==> src/design/aowa_pkg.sv <==
// Shared constants, types and arctangent table for the Ackermann outer-angle pipeline.
package aowa_pkg;

   localparam int ANGLE_WIDTH     = 16;
   localparam int CORDIC_STAGES   = 16;
   localparam int FRAC_SHIFT      = 32 - ANGLE_WIDTH;
   localparam int LEN_WIDTH       = 16;
   localparam int CSR_INDEX_WIDTH = 4;
   localparam int MAG_WIDTH       = 32;
   localparam int ROT_WIDTH       = MAG_WIDTH + 1;
   localparam int POS_WIDTH       = 31;
   localparam int PROD_WIDTH      = LEN_WIDTH + POS_WIDTH;
   localparam int VEC_WIDTH       = PROD_WIDTH + 4;
   localparam int ATAN_WIDTH      = 30;
   localparam int ATAN_LEN        = 32;
   localparam int ROUND_SHIFT     = (FRAC_SHIFT > 0) ? FRAC_SHIFT - 1 : 0;

   typedef logic signed [ANGLE_WIDTH-1:0] angle_type;
   typedef logic signed [ROT_WIDTH-1:0]   rot_type;
   typedef logic signed [VEC_WIDTH-1:0]   vec_type;
   typedef logic [LEN_WIDTH-1:0]          len_type;
   typedef logic [POS_WIDTH-1:0]          pos_type;
   typedef logic [MAG_WIDTH-1:0]          mag_type;
   typedef logic [PROD_WIDTH-1:0]         prod_type;
   typedef logic [CSR_INDEX_WIDTH-1:0]    csr_index_type;

   typedef struct packed {
      logic neg;
      logic zero;
   } ctl_type;

   localparam mag_type HALF_PI_Q30 = 32'd1686629713;
   localparam mag_type ROUND_BIAS  = (FRAC_SHIFT > 0) ? (MAG_WIDTH'(1) << ROUND_SHIFT) : '0;
   localparam rot_type X_INIT      = ROT_WIDTH'(1) << 30;

   localparam len_type WHEELBASE_RESET = 16'd768;
   localparam len_type TRACK_RESET     = 16'd384;

   localparam csr_index_type CSR_WHEELBASE = 4'd0;
   localparam csr_index_type CSR_TRACK     = 4'd1;

   localparam logic [ATAN_WIDTH-1:0] ATAN_Q30 [ATAN_LEN] = '{
      30'd843314857, 30'd497837829, 30'd263043837, 30'd133525159, 30'd67021687,
      30'd33543516,  30'd16775851,  30'd8388437,   30'd4194283,   30'd2097149,
      30'd1048576,   30'd524288,    30'd262144,    30'd131072,    30'd65536,
      30'd32768,     30'd16384,     30'd8192,      30'd4096,      30'd2048,
      30'd1024,      30'd512,       30'd256,       30'd128,       30'd64,
      30'd32,        30'd16,        30'd8,         30'd4,         30'd2,
      30'd1,         30'd0
   };

endpackage

==> src/design/aowa_cordic_rot.sv <==
// Pipelined CORDIC rotation of (1,0) by a Q30 angle, one stage per iteration.
module aowa_cordic_rot (
   input  logic              clock,
   input  logic              reset,
   input  logic              en,
   input  logic              in_valid,
   input  aowa_pkg::ctl_type in_ctl,
   input  aowa_pkg::rot_type in_z,
   output logic              out_valid,
   output aowa_pkg::ctl_type out_ctl,
   output aowa_pkg::rot_type out_x,
   output aowa_pkg::rot_type out_y
);

   localparam int N = aowa_pkg::CORDIC_STAGES;

   logic              valid_ff  [N];
   aowa_pkg::ctl_type ctl_ff    [N];
   aowa_pkg::rot_type x_ff      [N];
   aowa_pkg::rot_type y_ff      [N];
   aowa_pkg::rot_type z_ff      [N];
   logic              valid_src [N];
   aowa_pkg::ctl_type ctl_src   [N];
   aowa_pkg::rot_type x_src     [N];
   aowa_pkg::rot_type y_src     [N];
   aowa_pkg::rot_type z_src     [N];
   aowa_pkg::rot_type x_in      [N];
   aowa_pkg::rot_type y_in      [N];
   aowa_pkg::rot_type z_in      [N];

   always_comb begin
      valid_src[0] = in_valid;
      ctl_src[0]   = in_ctl;
      x_src[0]     = aowa_pkg::X_INIT;
      y_src[0]     = '0;
      z_src[0]     = in_z;
      for (int k = 1; k < N; k++) begin
         valid_src[k] = valid_ff[k-1];
         ctl_src[k]   = ctl_ff[k-1];
         x_src[k]     = x_ff[k-1];
         y_src[k]     = y_ff[k-1];
         z_src[k]     = z_ff[k-1];
      end
   end

   // rotate toward zero residual angle
   always_comb begin
      for (int k = 0; k < N; k++) begin
         if (!z_src[k][aowa_pkg::ROT_WIDTH-1]) begin
            x_in[k] = x_src[k] - (y_src[k] >>> k);
            y_in[k] = y_src[k] + (x_src[k] >>> k);
            z_in[k] = z_src[k] - aowa_pkg::rot_type'(aowa_pkg::ATAN_Q30[k]);
         end else begin
            x_in[k] = x_src[k] + (y_src[k] >>> k);
            y_in[k] = y_src[k] - (x_src[k] >>> k);
            z_in[k] = z_src[k] + aowa_pkg::rot_type'(aowa_pkg::ATAN_Q30[k]);
         end
      end
   end

   always_ff @(posedge clock) begin
      if (reset) begin
         for (int k = 0; k < N; k++) valid_ff[k] <= 1'b0;
      end else if (en) begin
         for (int k = 0; k < N; k++) valid_ff[k] <= valid_src[k];
      end
   end

   always_ff @(posedge clock) begin
      if (en) begin
         for (int k = 0; k < N; k++) begin
            ctl_ff[k] <= ctl_src[k];
            x_ff[k]   <= x_in[k];
            y_ff[k]   <= y_in[k];
            z_ff[k]   <= z_in[k];
         end
      end
   end

   assign out_valid = valid_ff[N-1];
   assign out_ctl   = ctl_ff[N-1];
   assign out_x     = x_ff[N-1];
   assign out_y     = y_ff[N-1];

endmodule

==> config.mk <==
export PLATFORM = sky130hd
export DESIGN_NAME = aowa_cordic_rot
export DESIGN_NICKNAME = d
export VERILOG_FILES = /design/src/design/aowa_pkg.sv /design/src/design/aowa_cordic_rot.sv
export SDC_FILE = /design/constraint.sdc
export NUM_CORES = 2
export LEC_CHECK = 0
export ABC_AREA = 1
export BUFFER_PORTS_ARGS = -buffer_cell sky130_fd_sc_hd__buf_2
export CAP_MARGIN = 0
export CELL_PAD_IN_SITES_DETAIL_PLACEMENT = 1
export CELL_PAD_IN_SITES_GLOBAL_PLACEMENT = 2
export CORE_ASPECT_RATIO = 0.5
export CORE_MARGIN = 2
export CORE_UTILIZATION = 34
export CTS_CLUSTER_DIAMETER = 100
export DETAILED_ROUTE_END_ITERATION = 8
export GPL_TIMING_DRIVEN = 1
export PLACE_DENSITY = 0.83
export RECOVER_POWER = 100
export SYNTH_ARGS = -nofsm -noshare
export SYNTH_HDL_FRONTEND = slang
export SYNTH_SLANG_ARGS = --single-unit
==> constraint.sdc <==
create_clock -name clock -period 3.7 [get_ports clock]
set_input_delay 0.185 -clock clock [delete_from_list [all_inputs] [get_ports clock]]
set_output_delay 0.185 -clock clock [all_outputs]
set_load 0.02 [all_outputs]
==> metrics.yaml <==
sta:
  drv_slew: 307
  fin_skew_ns: 0.0553
  clock.fmax_ghz: 0.282
  rsz0062_at_grt: "true"
  finalHoldViolCount: 0
  tightest_slew_ns: 2.20
  period_minus_slack_ns: 3.55
  hold_slack_ns: 0.309
  finalWorstSetupSlack_ns: 0.154
  max_slew_margin: -0.467
  setup_viol: 0
  finalCritPeriodShare: 0.958
worst_setup_path:
  cp-start-kind: "flip-flop"
  arrival_ns: 4.08
  path_common_cell: "nand2_1"
  crit_path_end: "y_ff[1][162]"
  critPathRequiredTime_ns: 4.24
  ff2ff_setup_slack_ns: 0.15
  r2r_cells: 17
  crit_buf_inv: 2
  cp_num_cells: 17
  crit_slowest_cell: "edfxtp_1"
  rr_startpoint: "x_ff[1][112]"
  path_delay_family: "simple AND/OR/NAND/NOR gates"
  slowest_delay_ns: 0.42
  crit_fanout: 5
  worstSetupPathType: "flip-flop to flip-flop"
  critical_path.cell_chain: "inv_1 > nand3_1 > nor2_1 > nand2_1 > nor3_4 > nand2_1 > o21ai_1 > xor2_1 > inv_1 > ha_2 > nand2_1 > o21ai_0 > a21oi_1 > nand2_1 > nand4_1 > nand3_1 > nand2_1"
  worstSetupEndpointType: "flip-flop"
  startpoint: "x_ff[1][112]"
  r2r-end: "y_ff[1][162]"
place:
  dpl_worst_slack_ns: 0.0708
  place_congestion: 0.951
  hpwl_microns: 295000
  dp.cells: 17593
  port_buffers: 107
die:
  chipHeight_microns: 393
  dieWidth_microns: 782
  ioPinCount: 108
  initial_core_util: 0.343
  core_area_sq_mm: 0.300
  num_rows: 142
  die_area_sq_mm: 0.308
yosys:
  synth_async_sr_flop_share: 0
  syn-cell-area_sq_mm: 0.103
  synth_common_cells: "3134 x nand2_1, 1513 x inv_1, 1395 x nor2_1, 1232 x a21oi_1, 1154 x edfxtp_1"
  syn_avg_cell_area_sq_um: 7.71
  synthTopCellsByArea: "edfxtp_1 34%, ha_1 13%, nand2_1 11%, xor2_1 7.2%, a21oi_1 6.0%"
  synth_cell_types: 64
  yosys.area.top_type: "edfxtp_1"
  synth_most_common_cell: "nand2_1"
  synth_warnings: 0
  synth-edff-count: 1154
  synth_cells: 13358
  syn_nets: 14466
  seq_area_frac_synth: 0.336
  ys.flop_type: "edfxtp_1"
  ys_seq_elements: 1154
  synth_top_area_share: 0.336
global_routing:
  grt_usage: 0.222
  grt_max_degree: 177
  first_global_vias: 97608
  grt_pass1_wl_microns: 543000
  antenna_found_initial: 2
  gr-total-overflow: 0
final_layout:
  final_core_util: 0.382
  layoutNonFillerInstCount: 17901
  area_delta_synth_final_pct: 11.4
  drive_gt1_frac: 0.0459
  nNetsFinal: 14877
detailed_routing:
  dr.pass1.iters: 5
  totalWireLength_microns: 349000
  drc: 0
  first_iter_violations: 3921
  vias_per_cell: 5.15
  via_count: 92154
  post_drt_wl_per_cell_microns: 19.5
  final_antenna_net_count: 0
flow_run:
  maxCapViolCount: 3
run_status:
  violations: "capacitance limit, slew limit"
  outcome: "finished with violations"
clock_network:
  clkSinkCount: 1154
  clkLatencyLatePin_ns: 0.84
  numCtsBuffers: 142
  htreeDepth: 4
  cts_root_buffer: "clkbuf_16"
  path_clk_slew_ns: 0.06
  cts_tree: "yes"
  clockBufferDepth: 4
min_path:
  hold_class: "input pin to flip-flop"
## worst min-delay path, delay by kind of cell
kind | cells | cell delay, ns
buffers and inverters | 3 | 0.82
## stage by stage
stage	instance area (sq um)	TNS, ns
after floorplan	103000	0
after global routing	115000	-0.847
after detailed placement	110000	0
final	115000	0
after CTS	115000	0
after global placement	110000	0
## cell usage in the layout, fill, tap and decap left out, types with 10 or more instances in the layout
cell / n
nand2_1: 3135
bufinv_16: 15
clkinv_2: 22
o21a_1: 67
buf_4: 176
nand3b_1: 21
nand3_1: 789
buf_2: 35
clkbuf_16: 145
clkbuf_1: 137
ha_1: 1020
inv_1: 1513
clkinv_1: 23
o21ai_0: 619
nor3_2: 17
o211ai_1: 31
nor2_2: 36
a21oi_2: 27
xor2_1: 846
xnor2_1: 295
o21ai_1: 53
nand4_1: 173
a21boi_0: 42
o21bai_1: 134
fa_1: 39
clkbuf_2: 11
clkbuf_4: 10
nor4_1: 57
or2_2: 28
nor2_1: 1368
edfxtp_1: 1154
dlygate4sd3_1: 41
nor3_1: 189
nand2_2: 14
o31ai_1: 24
a21o_1: 155
a21oi_1: 1216
a31oi_1: 44
nor2_4: 12
## cell type report
| type | instances | area (sq um) |
|---|---|---|
| fillers | 36880 | 186000 |
| multi-input cells | 10552 | 62200 |
| flip-flops and latches | 1154 | 34700 |
| inverters | 1524 | 5730 |
| well taps | 4032 | 5040 |
| clock buffers | 165 | 3700 |
| repair buffers | 395 | 2570 |
| clock inverters | 78 | 831 |
| diodes | 1 | 2.50 |
## cell families (layout without fill, tap and decap cells)
logic type	Yosys count	after routing	share of synthesized area
simple gates	5890	5890	0.238
compound gates	2445	2445	0.132
buf+inv	1652	2162	0.0631
flops	1154	1154	0.336
xor+xnor	1148	1148	0.0979
fa+ha+maj	1069	1069	0.133
other cells	0	1	0
## worst min path at each step
stage | slack [ns] | to | start | depth (start not counted)
global route | 0.29 | valid_ff[1][2] | reset | 3
global placement | 0.37 | ctl_ff[0][0] | in_ctl[0] | 1
detailed placement | 0.37 | ctl_ff[0][0] | in_ctl[0] | 1
finish | 0.31 | z_ff[0][0] | in_z[0] | 3
floorplan | 0.28 | ctl_ff[0][0] | in_ctl[0] | 0
CTS | 0.21 | z_ff[0][0] | in_z[0] | 3
## sequential cells by signal, indices dropped and copies added (netlist names)
signal	flops
ctl_ff	32
valid_ff	16
x_ff	360
y_ff	363
z_ff	383
## what timing repair did
action	4_1_cts	5_1_grt
endpoints found under the setup margin	0	126
buffers inserted	0	23
gates resized for setup	0	158
hold endpoints to repair	122	0
hold buffers	41	0
## metal layers
metal / part of all wire / vias up / GRT usage
met5: 0 / - / 0
met4: 0.050 / 0 / 0.0973
met3: 0.026 / 658 / 0.0201
met2: 0.49 / 1336 / 0.405
met1: 0.44 / 44126 / 0.266
li1: - / 46034 / -
Power is not shown: default switching activity piles up to over one toggle a cycle in this logic, so the estimate is an artifact.
